`config.mk`:
```
export PLATFORM = sky130hd
export DESIGN_NAME = calendar_date_calculator_top_flat
export DESIGN_NICKNAME = d
export VERILOG_FILES = /design/src/rtl/core/caldate_pkg.sv /design/src/rtl/core/caldate_if.sv /design/src/rtl/core/calendar_date_calculator_top.sv /design/src/rtl/core/caldate_from_days.sv /design/src/flat_wrapper.sv
export SDC_FILE = /design/constraint.sdc
export NUM_CORES = 2
export LEC_CHECK = 0
export BUFFER_PORTS_ARGS = -buffer_cell sky130_fd_sc_hd__buf_4
export CELL_PAD_IN_SITES_DETAIL_PLACEMENT = 0
export CELL_PAD_IN_SITES_GLOBAL_PLACEMENT = 1
export CORE_ASPECT_RATIO = 0.6
export CORE_MARGIN = 3
export CORE_UTILIZATION = 54
export DETAILED_ROUTE_END_ITERATION = 10
export PLACE_DENSITY_LB_ADDON = 0.08
export SLEW_MARGIN = 10
export SYNTH_ARGS = -nofsm -noshare
export SYNTH_HDL_FRONTEND = slang
export SYNTH_SLANG_ARGS = --single-unit
```
`constraint.sdc`:
```
create_clock -name clk_i -period 15.58 [get_ports clk_i]
set_input_delay 3.116 -clock clk_i [delete_from_list [all_inputs] [get_ports clk_i]]
set_output_delay 3.116 -clock clk_i [all_outputs]
set_load 0.03 [all_outputs]
```
`src/rtl/core/caldate_pkg.sv`:
```
// Shared types, constants and helper functions for the calendar date calculator.
package caldate_pkg;

  typedef logic [13:0]        year_t;
  typedef logic [3:0]         month_t;
  typedef logic [4:0]         day_t;
  typedef logic signed [22:0] days_t;
  typedef logic [21:0]        dnum_t;
  typedef logic [8:0]         doy_t;
  typedef logic [7:0]         quot_t;

  localparam year_t  YEAR_MIN        = 14'd1;
  localparam year_t  YEAR_MAX        = 14'd9999;
  localparam month_t MONTH_FEB       = 4'd2;
  localparam month_t MONTHS_PER_YEAR = 4'd12;
  // Index of January when months are counted from March.
  localparam month_t MP_JAN          = 4'd10;

  // Day numbers of 0001-01-01 and 9999-12-31, counted from March 1 of year 0.
  localparam dnum_t DNUM_MIN = 22'd306;
  localparam dnum_t DNUM_MAX = 22'd3652364;

  localparam logic [8:0]  DAYS_PER_YEAR = 9'd365;
  localparam logic [12:0] DIV25_MUL     = 13'd5243;
  localparam int unsigned DIV25_SHIFT   = 17;
  // floor(2^32 / 365.2425), used to estimate the year of a day number.
  localparam logic [23:0] YEAR_RECIP    = 24'd11759221;

  // Exact x / 25 for any 12-bit x, by reciprocal multiplication.
  function automatic quot_t div25(input logic [11:0] x);
    logic [24:0] prod;
    prod = 25'(x) * 25'(DIV25_MUL);
    return prod[24:DIV25_SHIFT];
  endfunction

  // First day of each month within a year that starts in March.
  function automatic doy_t march_start(input month_t mp);
    doy_t res;
    unique case (mp)
      4'd0:    res = 9'd0;
      4'd1:    res = 9'd31;
      4'd2:    res = 9'd61;
      4'd3:    res = 9'd92;
      4'd4:    res = 9'd122;
      4'd5:    res = 9'd153;
      4'd6:    res = 9'd184;
      4'd7:    res = 9'd214;
      4'd8:    res = 9'd245;
      4'd9:    res = 9'd275;
      4'd10:   res = 9'd306;
      4'd11:   res = 9'd337;
      default: res = 9'd0;
    endcase
    return res;
  endfunction

  // Day number of March 1 of a March-based year, given yr/100 and yr/400.
  function automatic dnum_t year_days(input year_t yr, input quot_t q100, input quot_t q400);
    logic [22:0] acc;
    acc = 23'(yr) * 23'(DAYS_PER_YEAR) + 23'(yr[13:2]) - 23'(q100) + 23'(q400);
    return acc[21:0];
  endfunction

endpackage

```
`src/rtl/core/caldate_if.sv`:
```
// Request and response channel interfaces of the calendar date calculator.
interface caldate_req_if;
  logic                  valid;
  logic                  ready;
  caldate_pkg::year_t    a_year;
  caldate_pkg::month_t   a_month;
  caldate_pkg::day_t     a_day;
  caldate_pkg::year_t    b_year;
  caldate_pkg::month_t   b_month;
  caldate_pkg::day_t     b_day;
  caldate_pkg::days_t    offset_days;

  modport source (
    output valid, a_year, a_month, a_day, b_year, b_month, b_day, offset_days,
    input  ready
  );
  modport sink (
    input  valid, a_year, a_month, a_day, b_year, b_month, b_day, offset_days,
    output ready
  );
endinterface

interface caldate_rsp_if;
  logic                  valid;
  logic                  ready;
  caldate_pkg::year_t    sum_year;
  caldate_pkg::month_t   sum_month;
  caldate_pkg::day_t     sum_day;
  caldate_pkg::days_t    diff_days;
  logic                  a_earlier;
  logic                  dates_equal;
  logic                  a_valid;
  logic                  b_valid;
  logic                  sum_error;

  modport source (
    output valid, sum_year, sum_month, sum_day, diff_days, a_earlier, dates_equal,
           a_valid, b_valid, sum_error,
    input  ready
  );
  modport sink (
    input  valid, sum_year, sum_month, sum_day, diff_days, a_earlier, dates_equal,
           a_valid, b_valid, sum_error,
    output ready
  );
endinterface

```
`src/rtl/core/calendar_date_calculator_top.sv`:
```
// Top level of the calendar date calculator: date sum, difference and compare.
//
// Each request on req_i carries two Gregorian dates A and B and a signed day
// offset. The response on rsp_o gives A plus the offset, the signed day count
// A minus B, the ordering of A against B and a validity flag for each date.
// Both channels use valid/ready; a request is taken when both are high.
// The work is an eight-stage pipeline, and one request can be taken every
// cycle while the receiver keeps rsp_o.ready high. The depth
// is set by the two constant multiplications of the day-number conversion
// and the four stages of the inverse conversion, each with its own register.
// Every stage advances when it is empty or the stage after it advances, so
// while the receiver holds ready low the pipeline keeps filling its empty
// stages and only then lowers req_i.ready; no response is dropped or repeated.
// Reset clears all stage valid flags; the pipeline is empty and ready at once.
// A sum outside 0001-01-01 to 9999-12-31, or an invalid date A, raises
// sum_error and zeros the sum date; the difference is zero unless both dates
// are valid.
module calendar_date_calculator_top (
  input  logic          clk_i,
  input  logic          rst_ni,
  caldate_req_if.sink   req_i,
  caldate_rsp_if.source rsp_o
);
  import caldate_pkg::*;

  typedef struct packed {
    year_t  y;
    month_t m;
    day_t   d;
    year_t  yy;
    quot_t  q100;
    quot_t  q400;
    quot_t  qy;
  } date_pre_t;

  typedef struct packed {
    logic  err;
    days_t diff;
    logic  a_earlier;
    logic  dates_equal;
    logic  a_valid;
    logic  b_valid;
  } side_t;

  function automatic date_pre_t pre_date(input year_t y, input month_t m, input day_t d);
    date_pre_t p;
    p.y    = y;
    p.m    = m;
    p.d    = d;
    // January and February belong to the previous March-based year.
    p.yy   = (m <= MONTH_FEB) ? y - 14'd1 : y;
    p.q100 = div25(p.yy[13:2]);
    p.q400 = div25({2'b00, p.yy[13:4]});
    p.qy   = div25(y[13:2]);
    return p;
  endfunction

  function automatic day_t month_days(input month_t m, input logic leap);
    day_t res;
    unique case (m)
      4'd2:                      res = leap ? 5'd29 : 5'd28;
      4'd4, 4'd6, 4'd9, 4'd11:   res = 5'd30;
      default:                   res = 5'd31;
    endcase
    return res;
  endfunction

  function automatic logic date_ok(input date_pre_t p);
    logic div100;
    logic leap;
    day_t dim;
    // For a year divisible by 4, year/4 divisible by 25 means a century year.
    div100 = ((12'(p.qy) * 12'd25) == p.y[13:2]);
    leap   = (p.y[1:0] == 2'b00) && (!div100 || (p.y[3:2] == 2'b00));
    dim    = month_days(p.m, leap);
    return (p.y >= YEAR_MIN) && (p.y <= YEAR_MAX) && (p.m >= 4'd1) &&
           (p.m <= MONTHS_PER_YEAR) && (p.d >= 5'd1) && (p.d <= dim);
  endfunction

  function automatic dnum_t date_num(input date_pre_t p);
    month_t mp;
    doy_t   doy;
    mp  = (p.m > MONTH_FEB) ? p.m - 4'd3 : p.m + 4'd9;
    doy = march_start(mp) + 9'(p.d) - 9'd1;
    return year_days(p.yy, p.q100, p.q400) + 22'(doy);
  endfunction

  logic [7:0]        vld_q;
  logic [7:0]        vld_d;
  logic [7:0]        en;

  date_pre_t         p1_a_q;
  date_pre_t         p1_b_q;
  logic              p1_earlier_q;
  logic              p1_equal_q;
  days_t             p1_off_q;

  logic              p2_av_q;
  logic              p2_bv_q;
  dnum_t             p2_dna_q;
  dnum_t             p2_dnb_q;
  logic              p2_earlier_q;
  logic              p2_equal_q;
  days_t             p2_off_q;

  logic signed [23:0] sum_num;
  side_t             p3_side_d;
  side_t             p3_side_q;
  dnum_t             p3_n_q;
  side_t             side_q [4];

  year_t             fd_year;
  doy_t              fd_doy;

  month_t            out_mp;
  month_t            out_month;
  year_t             out_year;
  doy_t              out_day_full;

  year_t             sum_year_q;
  month_t            sum_month_q;
  day_t              sum_day_q;
  days_t             diff_days_q;
  logic              a_earlier_q;
  logic              dates_equal_q;
  logic              a_valid_q;
  logic              b_valid_q;
  logic              sum_error_q;

  // A stage moves on when it is empty or the stage after it moves on.
  assign en[7] = ~vld_q[7] | rsp_o.ready;
  assign en[6] = ~vld_q[6] | en[7];
  assign en[5] = ~vld_q[5] | en[6];
  assign en[4] = ~vld_q[4] | en[5];
  assign en[3] = ~vld_q[3] | en[4];
  assign en[2] = ~vld_q[2] | en[3];
  assign en[1] = ~vld_q[1] | en[2];
  assign en[0] = ~vld_q[0] | en[1];

  assign vld_d = (en & {vld_q[6:0], req_i.valid}) | (~en & vld_q);

  always_ff @(posedge clk_i or negedge rst_ni) begin
    if (!rst_ni) begin
      vld_q <= '0;
    end else begin
      vld_q <= vld_d;
    end
  end

  assign req_i.ready = en[0];

  always_comb begin
    sum_num            = $signed({2'b00, p2_dna_q}) + 24'(p2_off_q);
    p3_side_d.err      = !p2_av_q || (sum_num < $signed({2'b00, DNUM_MIN})) ||
                         (sum_num > $signed({2'b00, DNUM_MAX}));
    p3_side_d.diff     = (p2_av_q && p2_bv_q) ?
                         days_t'({1'b0, p2_dna_q} - {1'b0, p2_dnb_q}) : '0;
    p3_side_d.a_earlier   = p2_earlier_q;
    p3_side_d.dates_equal = p2_equal_q;
    p3_side_d.a_valid     = p2_av_q;
    p3_side_d.b_valid     = p2_bv_q;
  end

  always_ff @(posedge clk_i) begin
    if (en[0]) begin
      p1_a_q       <= pre_date(req_i.a_year, req_i.a_month, req_i.a_day);
      p1_b_q       <= pre_date(req_i.b_year, req_i.b_month, req_i.b_day);
      p1_earlier_q <= {req_i.a_year, req_i.a_month, req_i.a_day} <
                      {req_i.b_year, req_i.b_month, req_i.b_day};
      p1_equal_q   <= {req_i.a_year, req_i.a_month, req_i.a_day} ==
                      {req_i.b_year, req_i.b_month, req_i.b_day};
      p1_off_q     <= req_i.offset_days;
    end
    if (en[1]) begin
      p2_av_q      <= date_ok(p1_a_q);
      p2_bv_q      <= date_ok(p1_b_q);
      p2_dna_q     <= date_num(p1_a_q);
      p2_dnb_q     <= date_num(p1_b_q);
      p2_earlier_q <= p1_earlier_q;
      p2_equal_q   <= p1_equal_q;
      p2_off_q     <= p1_off_q;
    end
    if (en[2]) begin
      p3_side_q <= p3_side_d;
      p3_n_q    <= sum_num[21:0];
    end
    if (en[3]) begin
      side_q[0] <= p3_side_q;
    end
    if (en[4]) begin
      side_q[1] <= side_q[0];
    end
    if (en[5]) begin
      side_q[2] <= side_q[1];
    end
    if (en[6]) begin
      side_q[3] <= side_q[2];
    end
  end

  caldate_from_days u_from_days (
    .clk_i  (clk_i),
    .en_i   (en[6:3]),
    .n_i    (p3_n_q),
    .year_o (fd_year),
    .doy_o  (fd_doy)
  );

  // Month within the March-based year: the last month start not past the day.
  always_comb begin
    out_mp = '0;
    for (int k = 1; k < 12; k++) begin
      if (fd_doy >= march_start(4'(k))) begin
        out_mp = 4'(k);
      end
    end
    out_month    = (out_mp < MP_JAN) ? out_mp + 4'd3 : out_mp - 4'd9;
    out_year     = fd_year + ((out_mp >= MP_JAN) ? 14'd1 : 14'd0);
    out_day_full = fd_doy - march_start(out_mp) + 9'd1;
  end

  always_ff @(posedge clk_i) begin
    if (en[7]) begin
      sum_year_q    <= side_q[3].err ? '0 : out_year;
      sum_month_q   <= side_q[3].err ? '0 : out_month;
      sum_day_q     <= side_q[3].err ? '0 : out_day_full[4:0];
      diff_days_q   <= side_q[3].diff;
      a_earlier_q   <= side_q[3].a_earlier;
      dates_equal_q <= side_q[3].dates_equal;
      a_valid_q     <= side_q[3].a_valid;
      b_valid_q     <= side_q[3].b_valid;
      sum_error_q   <= side_q[3].err;
    end
  end

  assign rsp_o.valid       = vld_q[7];
  assign rsp_o.sum_year    = sum_year_q;
  assign rsp_o.sum_month   = sum_month_q;
  assign rsp_o.sum_day     = sum_day_q;
  assign rsp_o.diff_days   = diff_days_q;
  assign rsp_o.a_earlier   = a_earlier_q;
  assign rsp_o.dates_equal = dates_equal_q;
  assign rsp_o.a_valid     = a_valid_q;
  assign rsp_o.b_valid     = b_valid_q;
  assign rsp_o.sum_error   = sum_error_q;

endmodule

```
`src/rtl/core/caldate_from_days.sv`:
```
// Four-stage conversion of a day number into a March-based year and day of year.
module caldate_from_days (
  input  logic                clk_i,
  input  logic [3:0]          en_i,
  input  caldate_pkg::dnum_t  n_i,
  output caldate_pkg::year_t  year_o,
  output caldate_pkg::doy_t   doy_o
);
  import caldate_pkg::*;

  logic [45:0] est_prod;
  year_t       est_e_q;
  dnum_t       est_n_q;
  year_t       est_em;

  year_t       qt_e_q;
  dnum_t       qt_n_q;
  quot_t       qt_e100_q;
  quot_t       qt_e400_q;
  quot_t       qt_m100_q;
  quot_t       qt_m400_q;

  year_t       st_yr_q;
  dnum_t       st_n_q;
  dnum_t       st_e_q;
  dnum_t       st_m_q;

  logic        take_e;
  dnum_t       rem;
  year_t       year_q;
  doy_t        doy_q;

  // The estimate is the true year or one below it, so the candidate is
  // the estimate plus one, checked against its March 1 later on.
  assign est_prod = 46'(n_i) * 46'(YEAR_RECIP);
  assign est_em   = est_e_q - 14'd1;

  always_ff @(posedge clk_i) begin
    if (en_i[0]) begin
      est_e_q <= est_prod[45:32] + 14'd1;
      est_n_q <= n_i;
    end
    if (en_i[1]) begin
      qt_e_q    <= est_e_q;
      qt_n_q    <= est_n_q;
      qt_e100_q <= div25(est_e_q[13:2]);
      qt_e400_q <= div25({2'b00, est_e_q[13:4]});
      qt_m100_q <= div25(est_em[13:2]);
      qt_m400_q <= div25({2'b00, est_em[13:4]});
    end
    if (en_i[2]) begin
      st_yr_q <= qt_e_q;
      st_n_q  <= qt_n_q;
      st_e_q  <= year_days(qt_e_q, qt_e100_q, qt_e400_q);
      st_m_q  <= year_days(qt_e_q - 14'd1, qt_m100_q, qt_m400_q);
    end
    if (en_i[3]) begin
      year_q <= take_e ? st_yr_q : st_yr_q - 14'd1;
      doy_q  <= rem[8:0];
    end
  end

  assign take_e = (st_e_q <= st_n_q);
  assign rem    = st_n_q - (take_e ? st_e_q : st_m_q);

  assign year_o = year_q;
  assign doy_o  = doy_q;

endmodule

```
`src/flat_wrapper.sv`:
```
// flat-port wrapper written by rule: the top's interface ports become plain ports
module calendar_date_calculator_top_flat import caldate_pkg::*;
  (clk_i, rst_ni, req_i_valid, req_i_a_year, req_i_a_month, req_i_a_day, req_i_b_year, req_i_b_month, req_i_b_day, req_i_offset_days, req_i_ready, rsp_o_valid, rsp_o_sum_year, rsp_o_sum_month, rsp_o_sum_day, rsp_o_diff_days, rsp_o_a_earlier, rsp_o_dates_equal, rsp_o_a_valid, rsp_o_b_valid, rsp_o_sum_error, rsp_o_ready);
  caldate_req_if req_i_i ();
  caldate_rsp_if rsp_o_i ();
  input  logic clk_i;
  input  logic rst_ni;
  input wire logic [$bits(req_i_i.valid)-1:0] req_i_valid;
  input wire logic [$bits(req_i_i.a_year)-1:0] req_i_a_year;
  input wire logic [$bits(req_i_i.a_month)-1:0] req_i_a_month;
  input wire logic [$bits(req_i_i.a_day)-1:0] req_i_a_day;
  input wire logic [$bits(req_i_i.b_year)-1:0] req_i_b_year;
  input wire logic [$bits(req_i_i.b_month)-1:0] req_i_b_month;
  input wire logic [$bits(req_i_i.b_day)-1:0] req_i_b_day;
  input wire logic [$bits(req_i_i.offset_days)-1:0] req_i_offset_days;
  output wire logic [$bits(req_i_i.ready)-1:0] req_i_ready;
  output wire logic [$bits(rsp_o_i.valid)-1:0] rsp_o_valid;
  output wire logic [$bits(rsp_o_i.sum_year)-1:0] rsp_o_sum_year;
  output wire logic [$bits(rsp_o_i.sum_month)-1:0] rsp_o_sum_month;
  output wire logic [$bits(rsp_o_i.sum_day)-1:0] rsp_o_sum_day;
  output wire logic [$bits(rsp_o_i.diff_days)-1:0] rsp_o_diff_days;
  output wire logic [$bits(rsp_o_i.a_earlier)-1:0] rsp_o_a_earlier;
  output wire logic [$bits(rsp_o_i.dates_equal)-1:0] rsp_o_dates_equal;
  output wire logic [$bits(rsp_o_i.a_valid)-1:0] rsp_o_a_valid;
  output wire logic [$bits(rsp_o_i.b_valid)-1:0] rsp_o_b_valid;
  output wire logic [$bits(rsp_o_i.sum_error)-1:0] rsp_o_sum_error;
  input wire logic [$bits(rsp_o_i.ready)-1:0] rsp_o_ready;
  assign req_i_i.valid = req_i_valid;
  assign req_i_i.a_year = req_i_a_year;
  assign req_i_i.a_month = req_i_a_month;
  assign req_i_i.a_day = req_i_a_day;
  assign req_i_i.b_year = req_i_b_year;
  assign req_i_i.b_month = req_i_b_month;
  assign req_i_i.b_day = req_i_b_day;
  assign req_i_i.offset_days = req_i_offset_days;
  assign req_i_ready = req_i_i.ready;
  assign rsp_o_valid = rsp_o_i.valid;
  assign rsp_o_sum_year = rsp_o_i.sum_year;
  assign rsp_o_sum_month = rsp_o_i.sum_month;
  assign rsp_o_sum_day = rsp_o_i.sum_day;
  assign rsp_o_diff_days = rsp_o_i.diff_days;
  assign rsp_o_a_earlier = rsp_o_i.a_earlier;
  assign rsp_o_dates_equal = rsp_o_i.dates_equal;
  assign rsp_o_a_valid = rsp_o_i.a_valid;
  assign rsp_o_b_valid = rsp_o_i.b_valid;
  assign rsp_o_sum_error = rsp_o_i.sum_error;
  assign rsp_o_i.ready = rsp_o_ready;
  calendar_date_calculator_top u_core (.clk_i(clk_i), .rst_ni(rst_ni), .req_i(req_i_i), .rsp_o(rsp_o_i));
endmodule
```
==> metrics.md <==
| Metric | Value |
|---|---|
| Yosys top cell by area | edfxtp_1 |
| Outcome | finished clean |
| Worst reg2reg startpoint | u_core.p1_b_q[44] |
| Post-synth cell types | 81 |
| Worst Setup End Kind | flop |
| Diode count | 0 |
| YS warnings | 0 |
| H-Tree Level Count | 3 |
| WL final | 166 mm |
| EDFF count, synth | 617 |
| Total Nets Final | 8487 |
| Layout cells sized above 1 | 4.99% |
| First-pass GRT wire length | 259 mm |
| Final hold viol count | 0 |
| Post_cts resized | 0 |
| R2R Setup Slk | 5.82 ns |
| Top cells by area, synth | edfxtp_1 27%, fa_1 24%, ha_1 23% |
| Top_reg_cell synth | edfxtp_1 |
| Total Routing Usage GR | 25.9% |
| Hold crit path type | reg2reg |
| FMAX | 0.101 GHz |
| Routed Antenna Nets | 0 |
| Root buf cell | clkbuf_16 |
| R2R cell count | 36 |
| Max-cap violations | 0 |
| Hold path start | u_core.p2_earlier_q |
| Data required time of the worst path | 16.00 ns |
| Hold path depth | 0 |
| DRT iter0 DRCs | 3339 |
| CP Class | in2reg |
| Total CTS buffers | 66 |
| Row cnt | 100 |
| Startpoint Class | primary input |
| Overflow after GRT | 0 |
| Top-Level Pins | 126 |
| PortBufs | 125 |
| Die area | 132000 µm² |
| Top-count cell post-synth | inv_1 |
| GPL Wtd Cong | 0.958 |
| Avg WL per Cell | 20.7 µm |
| Asr flop ratio synth | 1.28% |
| DRT Pass-1 Iters | 5 |
| Routed via count | 42800 |
| Mapped Nets | 8293 |
| CP peak stage delay | 0.74 ns |
| Clk_skew | 0.0415 ns |
| Critical Path AT | 10.37 ns |
| Skew-Pair Late Insertion Delay | 0.67 ns |
| Detailed Place HPWL | 143 mm |
| Vias in the first global route | 43000 |
| Final Cycle Share | 63.8% |
| Sum Neg Setup Slack | 0 ns |
| Dpl cells | 7913 |
| Max_slew headroom | 15.9% |
| Min Clock Period, post-route | 9.94 ns |
| RSZ-0062 raised after global routing | no |
| Slew Limit Fails | 0 |
| Synth-to-Final Area Change | 7.90% |
| CP max-delay cell | a211oi_2 |
| Max FO, Critical Path | 10 |
| Worst slew pin tran | 1.25 ns |
| Reg2reg end | u_core.p2_dnb_q[21] |
| Worst-path clk slew | 0.07 ns |
| Largest net degree at the start of global routing | 73 |
| Post-route DRC | 0 |
| Initial Utilization | 54.9% |
| Synth top area share | 26.9% |
| Sequential area share after synthesis | 27.2% |
| Initial antenna violation count | 7 |
| CTS Hold Bufs | 0 |
| Syn_area_per_cell | 11.3 µm² |
| CTS Sinks | 625 |
| # Post-CTS Setup Buffers | 0 |
| Placeable Area | 125000 µm² |
| Worst hold path endpoint | u_core.p3_side_q[3] |
| CTS tree | yes |
| Post-Synthesis Cell Area | 68800 µm² |
| Post-synth top cells | 1590 x inv_1, 1276 x ha_1, 840 x fa_1 |
| Die height | 282 µm |
| Setup violators final | 0 |
| Via density | 5.32 |
| Chip width | 467 µm |
| CTS max path bufs | 3 |
| Syn Inst Count | 6104 |
| FF+latch count, synth | 625 |
| Cell Count, Final, Fillers Out | 8034 |
critical path: cells and delay by family:
family | cells | cell delay (ns)
AO/OA/AOI/OAI | 6 | 1.83
XOR/XNOR | 2 | 0.74
buffers and inverters | 6 | 0.58
AND/OR/NAND/NOR | 7 | 1.27
adder cells (fa/ha/maj) | 6 | 2.82
flip-flops by register name (all words and copies together), names as in the netlist, 23 cells and up, named ones only:
register / count
u_core.p1_off_q: 23
u_core.p1_a_q: 59
u_core.p2_off_q: 23
u_core.rsp_o.diff_days: 23
u_core.side_q: 112
u_core.p3_side_q: 28
u_core.p1_b_q: 59
worst max-delay path by stage:
stage,startpoint,endpoint,slack (ns),depth (start not counted)
floorplan,rsp_o_ready,req_i_ready,0.99,6
global placement,req_i_b_month[0],u_core.p1_b_q[13],5.11,27
detailed placement,req_i_b_month[0],u_core.p1_b_q[13],4.96,27
CTS,req_i_b_month[0],u_core.p1_b_q[13],5.69,27
global route,u_core.p1_b_q[44],u_core.p2_dnb_q[21],5.01,36
finish,req_i_b_month[0],u_core.p1_b_q[13],5.64,27
placed cells by master, fill, tap and decap left out, types with 8 or more instances in the layout:
cell and count:
a2111oi_0 8, a211o_1 8, a211oi_1 34, a21boi_0 15, a21o_1 110, a21oi_1 195, a31oi_1 26, and2_1 15
and3_1 31, buf_4 154, clkbuf_16 67, clkinv_1 11, clkinv_2 8, dfrtp_1 8, edfxtp_1 617, fa_1 840
ha_1 1276, inv_1 1588, mux2i_1 12, nand2_1 134, nand2b_1 27, nand3_1 76, nand4_1 39, nor2_1 168
nor2b_1 47, nor3_1 71, nor4_1 17, o2111ai_1 9, o211ai_1 23, o21a_1 36, o21ai_0 107, o21bai_1 30
o31ai_1 15, or2_2 20, or3_1 20, or4_1 8, xnor2_1 244, xor2_1 83
per-layer routing:
metal / wire, µm / track usage, %
met1: 89600 / 44.6
met2: 56200 / 30.3
met3: 18400 / 8.80
met4: 1870 / 3.58
met5: 0 / 0
cells by family (layout without fill, tap and decap cells):
group	after synthesis	count (layout)	synth area share [%]
buffers and inverters	1618	1865	8.83
muxes	18	18	0.273
DFF	625	625	27.2
and+or+nand+nor	705	705	5.16
adders and majority gates	2117	2117	47.7
AOI/OAI and AO/OA	693	693	6.67
xor gates and xnor gates	328	328	4.19
area by class of cell:
class / instances / area (µm²)
clock buffer: 74 / 1700
clock inverter: 47 / 523
inverter: 1590 / 5970
timing repair buffer: 154 / 1160
fill: 10300 / 51000
tap: 1683 / 2110
sequential: 625 / 18700
multi-input combinational: 3861 / 44000
stage by stage:
| stage | hold slack [ns] | util [%] | instance area, µm² | setup WS, ns |
|---|---|---|---|---|
| after floorplan | 0.400 | - | 68800 | 0.990 |
| after global placement | 0.400 | 57.5 | 72000 | 5.11 |
| after detailed placement | 0.405 | 57.5 | 72000 | 4.96 |
| after CTS | 0.401 | 59.3 | 74200 | 5.69 |
| after global routing | 0.418 | 59.3 | 74200 | 5.01 |
| final | 0.408 | 59.3 | 74200 | 5.64 |
Power is not shown: default switching activity piles up to over one toggle a cycle in this logic, so the estimate is an artifact.
